==> config.mk <==
export PLATFORM = sky130hd
export DESIGN_NAME = jpps_ctrl
export DESIGN_NICKNAME = d
export VERILOG_FILES = /design/src/hdl/jpps_pkg.sv /design/src/hdl/jpps_ctrl.sv
export SDC_FILE = /design/constraint.sdc
export NUM_CORES = 1
export LEC_CHECK = 0
export BUFFER_PORTS_ARGS = -buffer_cell sky130_fd_sc_hd__buf_4
export CORE_AREA = 4 4 41 43
export CTS_CLUSTER_DIAMETER = 40
export CTS_CLUSTER_SIZE = 14
export DETAILED_ROUTE_END_ITERATION = 8
export DIE_AREA = 0 0 45 47
export PLACE_DENSITY_LB_ADDON = 0.1
export SYNTH_ARGS = -nofsm -noshare
export SYNTH_HDL_FRONTEND = slang
export SYNTH_SLANG_ARGS = --single-unit
==> constraint.sdc <==
create_clock -name clock -period 1.6 [get_ports clock]
set_input_delay 0.32 -clock clock [delete_from_list [all_inputs] [get_ports clock]]
set_output_delay 0.32 -clock clock [all_outputs]
set_load 0.005 [all_outputs]
==> src/hdl/jpps_pkg.sv <==
`default_nettype none
package jpps_pkg;

   // Fixed field widths of the stream payloads.
   localparam int COORD_W    = 6;
   localparam int CFG_DIM_W  = 7;
   localparam int WORD_W     = 32;
   localparam int COORD_LIMIT = 64;

   // Request tdata: row, col, pressure_in, source_in (76 bits, padded to 80).
   localparam int REQ_ROW_LSB  = 0;
   localparam int REQ_COL_LSB  = REQ_ROW_LSB + COORD_W;
   localparam int REQ_PRES_LSB = REQ_COL_LSB + COORD_W;
   localparam int REQ_SRC_LSB  = REQ_PRES_LSB + WORD_W;
   localparam int REQ_USED_W   = REQ_SRC_LSB + WORD_W;
   localparam int REQ_DATA_W   = ((REQ_USED_W + 7) / 8) * 8;
   localparam int RSP_DATA_W   = WORD_W;

   // Configuration port.
   localparam int CSR_INDEX_W = 2;
   localparam logic [CSR_INDEX_W-1:0] CSR_ROWS_IN_USE  = 2'd0;
   localparam logic [CSR_INDEX_W-1:0] CSR_COLS_IN_USE  = 2'd1;
   localparam logic [CSR_INDEX_W-1:0] CSR_SOURCE_SCALE = 2'd2;

   localparam logic [CFG_DIM_W-1:0] ROWS_RESET  = 7'd64;
   localparam logic [CFG_DIM_W-1:0] COLS_RESET  = 7'd64;
   localparam logic [WORD_W-1:0]    SCALE_RESET = 32'h0001_0000;

   // Operation codes carried on req_tuser.
   localparam logic OP_LOAD    = 1'b0;
   localparam logic OP_COMPUTE = 1'b1;

   // Response status codes carried on rsp_tuser.
   localparam logic STATUS_OK        = 1'b0;
   localparam logic STATUS_OUT_RANGE = 1'b1;

   // Arithmetic widths: product Q32.32, term Q32.16, accumulator with headroom.
   localparam int PROD_W = 2 * WORD_W;
   localparam int TERM_W = PROD_W - 16;
   localparam int ACC_W  = TERM_W + 2;

   typedef enum logic [1:0] {
      SEL_REQ   = 2'd0,
      SEL_DOWN  = 2'd1,
      SEL_LEFT  = 2'd2,
      SEL_RIGHT = 2'd3
   } addr_sel_type;

   typedef enum logic [1:0] {
      ACC_HOLD     = 2'd0,
      ACC_LOAD     = 2'd1,
      ACC_ADD_TERM = 2'd2,
      ACC_ADD      = 2'd3
   } acc_op_type;

   typedef struct packed {
      logic         capture;
      logic         mem_write;
      addr_sel_type addr_sel;
      acc_op_type   acc_op;
      logic         out_write;
   } cmd_type;

   typedef struct packed {
      logic in_range;
      logic is_compute;
      logic out_busy;
   } status_type;

endpackage
`default_nettype wire

==> src/hdl/jpps_ctrl.sv <==
`default_nettype none
module jpps_ctrl (
   input  logic                 clock,
   input  logic                 reset,
   input  logic                 req_tvalid,
   output logic                 req_tready,
   input  jpps_pkg::status_type sts,
   output jpps_pkg::cmd_type    cmd
);
   import jpps_pkg::*;

   typedef enum logic [5:0] {
      ST_IDLE   = 6'b000001,
      ST_DOWN   = 6'b000010,
      ST_LEFT   = 6'b000100,
      ST_RIGHT  = 6'b001000,
      ST_LAST   = 6'b010000,
      ST_FINISH = 6'b100000
   } state_type;

   state_type state_ff, state_in;

   always_ff @(posedge clock) begin
      if (reset) begin
         state_ff <= ST_IDLE;
      end else begin
         state_ff <= state_in;
      end
   end

   always_comb begin
      state_in      = state_ff;
      req_tready    = 1'b0;
      cmd.capture   = 1'b0;
      cmd.mem_write = 1'b0;
      cmd.addr_sel  = SEL_REQ;
      cmd.acc_op    = ACC_HOLD;
      cmd.out_write = 1'b0;
      case (state_ff)
         ST_IDLE: begin
            req_tready = 1'b1;
            if (req_tvalid) begin
               cmd.capture = 1'b1;
               if (!sts.in_range) begin
                  state_in = ST_FINISH;
               end else if (sts.is_compute) begin
                  state_in = ST_DOWN;
               end else begin
                  cmd.mem_write = 1'b1;
               end
            end
         end
         // The pressure read issued at accept returns here; ST_DOWN, ST_LEFT and
         // ST_RIGHT issue the next neighbor address and fold in the word just returned.
         ST_DOWN: begin
            cmd.addr_sel = SEL_DOWN;
            cmd.acc_op   = ACC_LOAD;
            state_in     = ST_LEFT;
         end
         ST_LEFT: begin
            cmd.addr_sel = SEL_LEFT;
            cmd.acc_op   = ACC_ADD_TERM;
            state_in     = ST_RIGHT;
         end
         ST_RIGHT: begin
            cmd.addr_sel = SEL_RIGHT;
            cmd.acc_op   = ACC_ADD;
            state_in     = ST_LAST;
         end
         ST_LAST: begin
            cmd.addr_sel = SEL_RIGHT;
            cmd.acc_op   = ACC_ADD;
            state_in     = ST_FINISH;
         end
         ST_FINISH: begin
            if (!sts.out_busy) begin
               cmd.out_write = 1'b1;
               state_in      = ST_IDLE;
            end
         end
         default: begin
            state_in = ST_IDLE;
         end
      endcase
   end

endmodule
`default_nettype wire

==> results of run 1 <==
[per-stage QoR]
stage	cell area, um2	util (%)	hold WS, ps	setup TNS (ps)	power [mW]
3_3_place_gp	539	41.4	541	0	0.294
3_5_place_dp	539	41.4	530	0	0.294
4_1_cts	609	46.8	302	-51.2	0.455
6_report	636	48.8	304	-2.83	0.451
2_1_floorplan	445	-	389	0	0.259
5_1_grt	636	48.8	295	-219	0.483
[cell usage in the layout (no fill, tap or decap), types with 2 or more instances in the layout]
| cell type | synthesis | final |
|---|---|---|
| and3_1 | 2 | 2 |
| dfxtp_2 | 0 | 2 |
| nor3_2 | 1 | 2 |
| nor2_1 | 3 | 3 |
| dfxtp_4 | 0 | 4 |
| o21ai_0 | 2 | 2 |
| inv_1 | 2 | 2 |
| clkbuf_4 | 0 | 3 |
| nor4_1 | 2 | 2 |
| buf_4 | 3 | 20 |
| nand2_1 | 3 | 3 |
| a2111oi_2 | 2 | 2 |
| nor3b_1 | 2 | 2 |
[logic make-up after synthesis]
kind of cell | after synthesis
compound gates | 10
xor+xnor | 1
buf+inv | 7
simple gates | 24
flops | 6
[how the worst max path moves through the flow]
stage                            from    endpoint  slack (ps)  cells after the start
after floorplan           state_ff[2]      cmd[5]         300                      3
after global placement    state_ff[1]  req_tready         190                      3
after detailed placement  state_ff[1]  req_tready         130                      3
after CTS                 state_ff[2]      cmd[3]         -20                      4
after global routing      state_ff[1]      cmd[5]         -70                      4
final                     state_ff[1]      cmd[5]          -3                      4
[repair_timing]
action,CTS,global route
pin swaps,3,4
setup endpoints to repair,7,5
resized for setup,10,6
hold buffers,0,0
setup buffers,3,1
[cells in the mapped netlist, types with 2 or more instances]
library cell / instances / area [um2]
nor2_1: 3 / 11.3
and3_1: 2 / 12.5
dfxtp_1: 6 / 120
inv_1: 2 / 7.51
nand2_1: 3 / 11.3
nor3b_1: 2 / 15.0
buf_4: 3 / 22.5
nor3_1: 2 / 10.0
o21ai_0: 2 / 10.0
nor3b_2: 2 / 25.0
nor4_1: 2 / 12.5
a2111oi_2: 2 / 30.0
buf_6: 2 / 22.5
[worst max-delay path, delay by kind of cell, from the launching register on]
family	cells	cell delay, ps
and+or+nand+nor	3	560
DFF	1	360
buffers and inverters	1	130
[where the power goes]
group,switching (mW),internal (mW)
combinational,0.0669,0.0826
sequential,0.00980,0.155
clock,0.0525,0.0847
[per-layer routing]
layer | share of wire (%) | GRT usage [%] | vias to the layer above | wire (um)
li1 | - | - | 219 | -
met1 | 48 | 15.7 | 202 | 541
met2 | 47 | 17.8 | 9 | 531
met3 | 3.2 | 2.30 | 2 | 36
met4 | 1.5 | 7.02 | 0 | 17
met5 | 0 | 0 | - | 0
[final cells by class]
type,count,area (um2),share of cell area [%]
Sequential cell,6,138,21.7
Clock buffer,3,22.5,3.54
Inverter,2,7.51,1.18
Tap cell,15,18.8,2.95
Multi-Input combinational cell,35,299,47.0
Timing Repair Buffer,20,150,23.6
==> results.txt, run 1 <==
Status -> complete, but fails checks
Failing checks -> setup timing
Max VDD drop -> 273 uV
Pre-CTS WS -> 134 ps
Reg-to-reg endpoint -> state_ff[5]
Biggest register -> state_ff
Highest Clock Rate -> 624 MHz
DR iter-0 viols -> 3
Netlist cell types -> 28
Worst skew pair latency -> 240 ps
CP max FO -> 3
TritonCTS Buffers -> 3
Vias in the first global route -> 421
Type of origin of the critical path -> register
R2R cell count -> 4
Final setup fails -> 1
Wire per inst -> 13.9 um
Nets -> 74
R2r setup slk -> 300 ps
Row cnt -> 13
Synthesized area -> 445 um2
Layout cells sized above 1 -> 60.6%
CTS Root Cell -> clkbuf_4
Min cycle time layout -> 1600 ps
First-pass DRT Iterations -> 4
Avg Synthesized Cell Area -> 9.28 um2
Post-DP HPWL -> 800 um
Pin count of the biggest net entering global routing -> 9
Placed cell count -> 74
Final ANT Viol Nets -> 0
Die area -> 0.00212 mm2
RSZ-0062 raised after global routing -> yes
WP data arrival -> 1280 ps
Initial antenna violation count -> 0
Hold EP -> state_ff[3]
CTS H-tree lvls -> 1
Final Cycle Share -> 100%
Synth Area in Compound Gates -> 19.9%
Max FFs per register -> 6
Max-cap viol count -> 0
Core footprint -> 0.00130 mm2
XOR/XNOR Fraction of Synth Area -> 1.97%
EDFF count, synth -> 0
Simple-gate share of the synthesized area -> 39.3%
Clk buf depth -> 2
Leading register cell type out of synthesis -> dfxtp_1
Global-route wire length before repair -> 1790 um
Final Max Slew Viols -> 0
Total track usage -> 11.8%
Synthesized flop and latch total -> 6
WP data required -> 1280 ps
Gr ovfl total -> 0
Critical-path top delay cell -> dfxtp_4
Cells along the critical path -> nor3b_4 -> and3_1 -> nor3b_2 -> buf_4
Routed WL -> 1130 um
Worst-Margin Slew -> 584 ps
IO Port Bufs -> 13
Chip Height -> 47 um
Clk slew on worst S/H paths -> 50 ps
Largest family of logic cells by synthesized area -> simple AND/OR/NAND/NOR gates
Drt drc -> 0
P_leak -> 0.302 nW
Hold path startpoint -> reset
Seq/Total Area, Yosys -> 27.0%
Fraction of registers with async set/reset -> 0%
Diode count -> 0
Fraction of the mapped netlist area in adder cells -> 0%
Largest regs -> state_ff x6
CP peak stage delay -> 360 ps
Hold Fails Final Rpt -> 0
Global placement routability congestion -> 0.797
CP Class -> reg -> out
Clock sink count -> 6
Worst Hold Class -> in -> reg
Setup crit end kind -> primary output
Mapped Nets -> 54
Vias -> 432
Fillers -> 124
I/O pin cnt -> 14
Final Instance Count excl. Fillers -> 81
Synthesized instance count -> 48
Post-layout worst setup margin -> -2.83 ps
CTS tree -> yes
Die Wd -> 45 um
Starting density of the core -> 34.2%
Clock skew -> 1.40 ps
YS warnings -> 0
Power per cell area -> 710 mW/mm2
Multiplexer share of the synthesized area -> 0%
Hold path depth -> 2
Routed vias/inst -> 5.33
Area grow syn2layout -> 42.7%
Worst relative slew slack -> 60.8%
Reg-to-Reg Start -> state_ff[1]
Power figures use the tool's default switching activity.
==> inputs of run 2 (changes only) <==
ABC_AREA = 1   (was unset)
PLACE_DENSITY_LB_ADDON = 0.3   (was 0.1)
RECOVER_POWER = 50   (was unset)
==> run 2 against run 1 <==
  * Wire length fell by 17%
  * Die area is the same
  * Final cell count increased by 16%
  * The run now ends clean
  * Largest power group is now combinational cells
  * Design area shrank 8.5%
  * Critical path depth unchanged
  * Sequential cell count unchanged
  * Register-to-register slack improved by 130 ps
==> results.txt, run 2 <==
Top cells by count, synth -> 14 x nor2_1, 12 x inv_1, 7 x nand2_1, 6 x dfxtp_1, 6 x nand3_1
Fraction of registers with async set/reset -> 0% (unchanged)
Diode count -> 0 (unchanged)
Gr ovfl total -> 0 (unchanged)
Final Cycle Share -> 96.3% (-3.8 points)
Largest cells by area after synthesis -> dfxtp_1 30%, nor2_1 13%, inv_1 11%, nand3_1 7.4%, nand2_1 6.5%
Avg Synthesized Cell Area -> 6.54 um2 (-30%)
Global placement routability congestion -> 0.742 (-6.9%)
Fin util -> 44.7% (-4.1 points)
Worst Hold Class -> in -> reg
CP max FO -> 3 (unchanged)
RSZ-0062 raised after global routing -> yes
Vias -> 416 (-3.7%)
Clock sink count -> 6 (unchanged)
Dominant cell type by area after synthesis -> dfxtp_1
WP data required -> 1280 ps (about the same)
Nets -> 87 (+18%)
Drt drc -> 0 (unchanged)
Max-cap viol count -> 0 (unchanged)
Chip Height -> 47 um (unchanged)
Simple-gate share of the synthesized area -> 49.7% (+10 points)
Power per cell area -> 1140 mW/mm2 (+61%)
CP Class -> reg -> out
Row cnt -> 13 (unchanged)
Type of origin of the critical path -> register
Total track usage -> 11.3% (-0.53 points)
Most frequent cells in the layout -> 14 x nor2_1, 14 x buf_4, 12 x inv_1, 7 x nand2_1, 5 x nand3_1
Post-CTS Hold Fix Bufs -> 0 (unchanged)
Synthesized flop and latch total -> 6 (unchanged)
Overall Power -> 0.666 mW (+48%)
Worst skew pair latency -> 250 ps (about the same)
YS warnings -> 0 (unchanged)
P_leak -> 0.318 nW (+5.5%)
Area grow syn2layout -> 43.5%
Placed cell count -> 88 (+19%)
Leading register cell type out of synthesis -> dfxtp_1
Synthesized instance count -> 62 (+29%)
CTS H-tree lvls -> 1 (unchanged)
Largest family of logic cells by synthesized area -> simple AND/OR/NAND/NOR gates
XOR/XNOR Fraction of Synth Area -> 0% (-2.0 points)
Hold Fails Final Rpt -> 0 (unchanged)
Final hold slack -> 266 ps (-38.1 ps)
Top-count cell post-synth -> nor2_1
CTS Root Cell -> clkbuf_4
Worst relative slew slack -> 85.2% (+24 points)
Highest Clock Rate -> 649 MHz (+4.0%)
Mapped Nets -> 68 (+26%)
Netlist cell types -> 16 (-43%)
Max FFs per register -> 6 (unchanged)
Multiplexer share of the synthesized area -> 0% (unchanged)
TritonCTS Buffers -> 3 (unchanged)
First-pass DRT Iterations -> 2 (-2)
CTS tree -> yes
Top cell type's share of synthesized area -> 29.6% (+2.7 points)
WP data arrival -> 1220 ps (-60 ps)
Max VDD drop -> 472 uV (+73%)
Worst-Margin Slew -> 221 ps (-363 ps)
Seq/Total Area, Yosys -> 29.6% (+2.7 points)
Clock skew -> 4.39 ps (+2.99 ps)
Post-DP HPWL -> 715 um (-11%)
Largest regs -> state_ff x6
Synthesized area -> 405 um2 (-9.0%)
Routed vias/inst -> 4.43 (-17%)
Core footprint -> 0.00130 mm2 (unchanged)
Clk buf depth -> 2 (unchanged)
EDFF count, synth -> 0 (unchanged)
Starting density of the core -> 31.2% (-3.1 points)
Wire per inst -> 9.89 um (-29%)
Fraction of the mapped netlist area in adder cells -> 0% (unchanged)
DR iter-0 viols -> 3 (unchanged)
Die Wd -> 45 um (unchanged)
I/O pin cnt -> 14 (unchanged)
Die area -> 0.00212 mm2 (unchanged)
Pin count of the biggest net entering global routing -> 7 (-2)
Min cycle time layout -> 1540 ps (-61.3 ps)
Final Max Slew Viols -> 0 (unchanged)
Synth Area in Compound Gates -> 4.32% (-16 points)
Layout cells sized above 1 -> 44.3% (-16 points)
Biggest register -> state_ff
IO Port Bufs -> 13 (unchanged)
Vias in the first global route -> 378 (-10%)
Final setup fails -> 0 (-1)
Final Instance Count excl. Fillers -> 94 (+16%)
Clk slew on worst S/H paths -> 50 ps (about the same)
Routed WL -> 930 um (-17%)
Status -> finished, final reports clean
Final ANT Viol Nets -> 0 (unchanged)
R2r setup slk -> 430 ps (+130 ps)
Initial antenna violation count -> 0 (unchanged)
Global-route wire length before repair -> 1680 um (-6.6%)
Setup crit end kind -> primary output
## run 2: cell type report
| cell class | count | area (um2) |
|---|---|---|
| Inverter | 13 | 51.3 |
| Tap cell | 15 | 18.8 |
| Multi-Input combinational cell | 41 | 234 |
| Fill cell | 148 | 719 |
| Clock buffer | 3 | 22.5 |
| Sequential cell | 6 | 128 |
| Timing Repair Buffer | 16 | 128 |
## run 2: final timing paths
path         cells past startpoint     endpoint         from
min reg2reg                      3  state_ff[3]  state_ff[3]
min                              2  state_ff[1]        reset
max reg2reg                      8  state_ff[0]  state_ff[2]
max                              4       cmd[3]  state_ff[2]
## run 2: repair_timing
item,CTS,global route
cloned,0,0
setup endpoints to repair,2,6
buffers inserted,3,0
pin swaps,3,3
gates resized for setup,0,10
## run 2: layer usage
layer,part of all wire [%],routed length [um],vias to the layer above,GRT usage [%]
met2,47,440,10,14.7
met5,0,0,-,0
met1,45,420,180,15.1
met4,2.4,22,0,8.77
met3,5.1,47,4,3.83
li1,-,-,222,-
## run 2: kinds of logic after synthesis
logic type / after synthesis
buf+inv: 15
compound gates: 3
simple gates: 38
flops: 6
## run 2: stage by stage
step                      worst slack [ps]  cell area, um2  setup TNS [ps]
after floorplan                        329             405               0
after global placement                 265             507               0
after detailed placement               246             507               0
after CTS                             21.3             552               0
after global routing                 -32.3             582            -112
final                                 58.4             582               0
## run 2: power breakdown
group / internal, mW / switching, mW / total, mW
clock: 0.0850 / 0.0571 / 0.142
sequential: 0.174 / 0.0269 / 0.201
combinational: 0.139 / 0.184 / 0.323
## run 2: worst max-delay path: stages (launching register included)
cell and delay (ps):
dfxtp_4 350, nor2_4 130, nand2_1 100, o211ai_1 240, buf_4 150
==> inputs of run 3 (changes only) <==
clock period = 1.7 ns   (was 1.6 ns; I/O delays follow)
==> run 3 against run 2 <==
  * Count of clock-buffer cells in the layout stayed put
  * Combinational power is 9.6% lower
  * Largest cell class unchanged
  * Die area stayed put
  * Clock skew hardly changed
  * Setup slack better by 24 ps
  * Critical path depth stayed put
  * Clock power is 5% lower
  * Highest routed layer unchanged
  * Utilization is 2.7 points lower
  * Via count is 1.4% lower
  * Register-to-register slack better by 140 ps
  * Final cell count is 2.1% lower
  * Sequential power is 7% lower
==> results.txt, run 3 (synthesis gave the netlist of run 2 again) <==
Routed WL -> 905 um (-2.7%)
Final setup TNS -> 0 ps (unchanged)
Final Cycle Share -> 95.1%
Clk slew on worst S/H paths -> 50 ps (about the same)
CP max FO -> 4 (+1)
Final Max Slew Viols -> 0 (unchanged)
Drt drc -> 0 (unchanged)
Fillers -> 153 (+3.4%)
Power per cell area -> 1120 mW/mm2 (-1.8%)
CTS Root Cell -> clkbuf_4
TritonCTS Buffers -> 3 (unchanged)
R2R cell count -> 7 (-1)
WP data arrival -> 1280 ps (+60 ps)
DR iter-0 viols -> 4 (+1)
Largest regs -> state_ff x6
WP data required -> 1360 ps (+80 ps)
IO Port Bufs -> 13 (unchanged)
Layout cells sized above 1 -> 36.4% (-7.9 points)
Most frequent cells in the layout -> 14 x nor2_1, 14 x buf_4, 12 x inv_1, 7 x nand2_1
Global-route wire length before repair -> 1600 um (-4.5%)
Crit-path leading delay family -> flip-flops
CTS H-tree lvls -> 1 (unchanged)
Pin count of the biggest net entering global routing -> 7 (unchanged)
Worst Hold Class -> in -> reg
Post-DP HPWL -> 715 um (unchanged)
Type of origin of the critical path -> register
Max VDD drop -> 437 uV (-7.4%)
Crit path buf inv count -> 1 (unchanged)
Setup crit end kind -> primary output
Hold Fails Final Rpt -> 0 (unchanged)
Core footprint -> 0.00130 mm2 (unchanged)
Diode count -> 0 (unchanged)
Worst-Margin Slew -> 227 ps (+5.53 ps)
Fin util -> 42.0% (-2.7 points)
Biggest register -> state_ff
Multi-input gate area -> 229 um2 (-2.1%)
Routed vias/inst -> 4.46 (+0.70%)
RSZ-0062 raised after global routing -> no
Total track usage -> 10.9% (-0.40 points)
Max FFs per register -> 6 (unchanged)
Highest Clock Rate -> 618 MHz
Chip Height -> 47 um (unchanged)
Die Wd -> 45 um (unchanged)
Vias in the first global route -> 361 (-4.5%)
Final setup fails -> 0 (unchanged)
Worst relative slew slack -> 84.8% (-0.37 points)
WP depth -> 4 (unchanged)
Starting density of the core -> 31.2% (unchanged)
Hold path depth -> 2 (unchanged)
Worst skew pair latency -> 250 ps (about the same)
Nets -> 85 (-2.3%)
Area grow syn2layout -> 34.9%
Overall Power -> 0.614 mW (-7.7%)
Gr ovfl total -> 0 (unchanged)
Fin area -> 547 um2 (-6.0%)
CP peak stage delay -> 340 ps (about the same)
Final hold slack -> 284 ps (+18.8 ps)
Initial antenna violation count -> 0 (unchanged)
Vias -> 410 (-1.4%)
Wire per inst -> 9.84 um (-0.57%)
CTS tree -> yes
Die area -> 0.00212 mm2 (unchanged)
Clk buf depth -> 2 (unchanged)
I/O pin cnt -> 14 (unchanged)
Final ANT Viol Nets -> 0 (unchanged)
Max-cap viol count -> 0 (unchanged)
Placed instance area -> 507 um2 (unchanged)
Register Area -> 120 um2 (-5.9%)
P_leak -> 0.298 nW (-6.4%)
CP Class -> reg -> out
Min cycle time layout -> 1620 ps
Critical-path top delay cell -> dfxtp_1
Global placement routability congestion -> 0.742 (unchanged)
Clock skew -> 4.49 ps (+0.101 ps)
Cells along the critical path -> nor2_4 -> nand2_1 -> o211ai_1 -> buf_4
Row cnt -> 13 (unchanged)
First-pass DRT Iterations -> 4 (+2)
Clock sink count -> 6 (unchanged)
Status -> finished, final reports clean
==> run 3: cell type report <==
class,count,area share [%]
Multi-Input combinational cell,41,41.9
Sequential cell,6,22.0
Timing Repair Buffer,14,19.2
Inverter,13,9.38
Clock buffer,3,4.12
Tap cell,15,3.43
==> run 3: where the power goes <==
part / total, mW / internal (mW) / switching (mW)
logic: 0.292 / 0.123 / 0.169
clock network: 0.135 / 0.0801 / 0.0550
registers: 0.187 / 0.163 / 0.0247
total: 0.614 / 0.366 / 0.249
==> run 3: repair_timing <==
item,4_1_cts,5_1_grt
resized for setup,0,2
hold buffers,0,0
endpoints found under the setup margin,0,4
setup buffers,0,1
==> run 3: worst paths after layout <==
check / slack [ps] / to / start
setup / recovery: 80 / cmd[3] / state_ff[5]
hold / removal: 280 / state_ff[1] / reset
setup reg to reg: 570 / state_ff[0] / state_ff[3]
hold reg to reg: 600 / state_ff[3] / state_ff[2]
==> run 3: worst reg2reg max path, stage by stage, from the launching register on <==
cell and delay [ps]:
dfxtp_1 330, nor2_4 170, buf_4 140, nand4_1 140, inv_1 90, nor2_1 50, nand2_1 60, nand2_1 40
==> run 3: stage by stage <==
stage | setup slack [ps] | std cells
floorplan | 409 | 62
global placement | 345 | 88
detailed placement | 326 | 88
CTS | 38.8 | 91
global route | 1.38 | 92
finish | 82.5 | 92
==> run 3: metal layers <==
metal  vias to the layer above  global-route usage, %  wire length (um)  part of all wire (%)
met5                         -                      0                 0                     0
met4                         0                   8.77                22                   2.4
met3                         4                   3.83                46                   5.1
met2                        10                   14.1               434                    48
met1                       177                   14.4               402                    44
li1                        219                      -                 -                     -
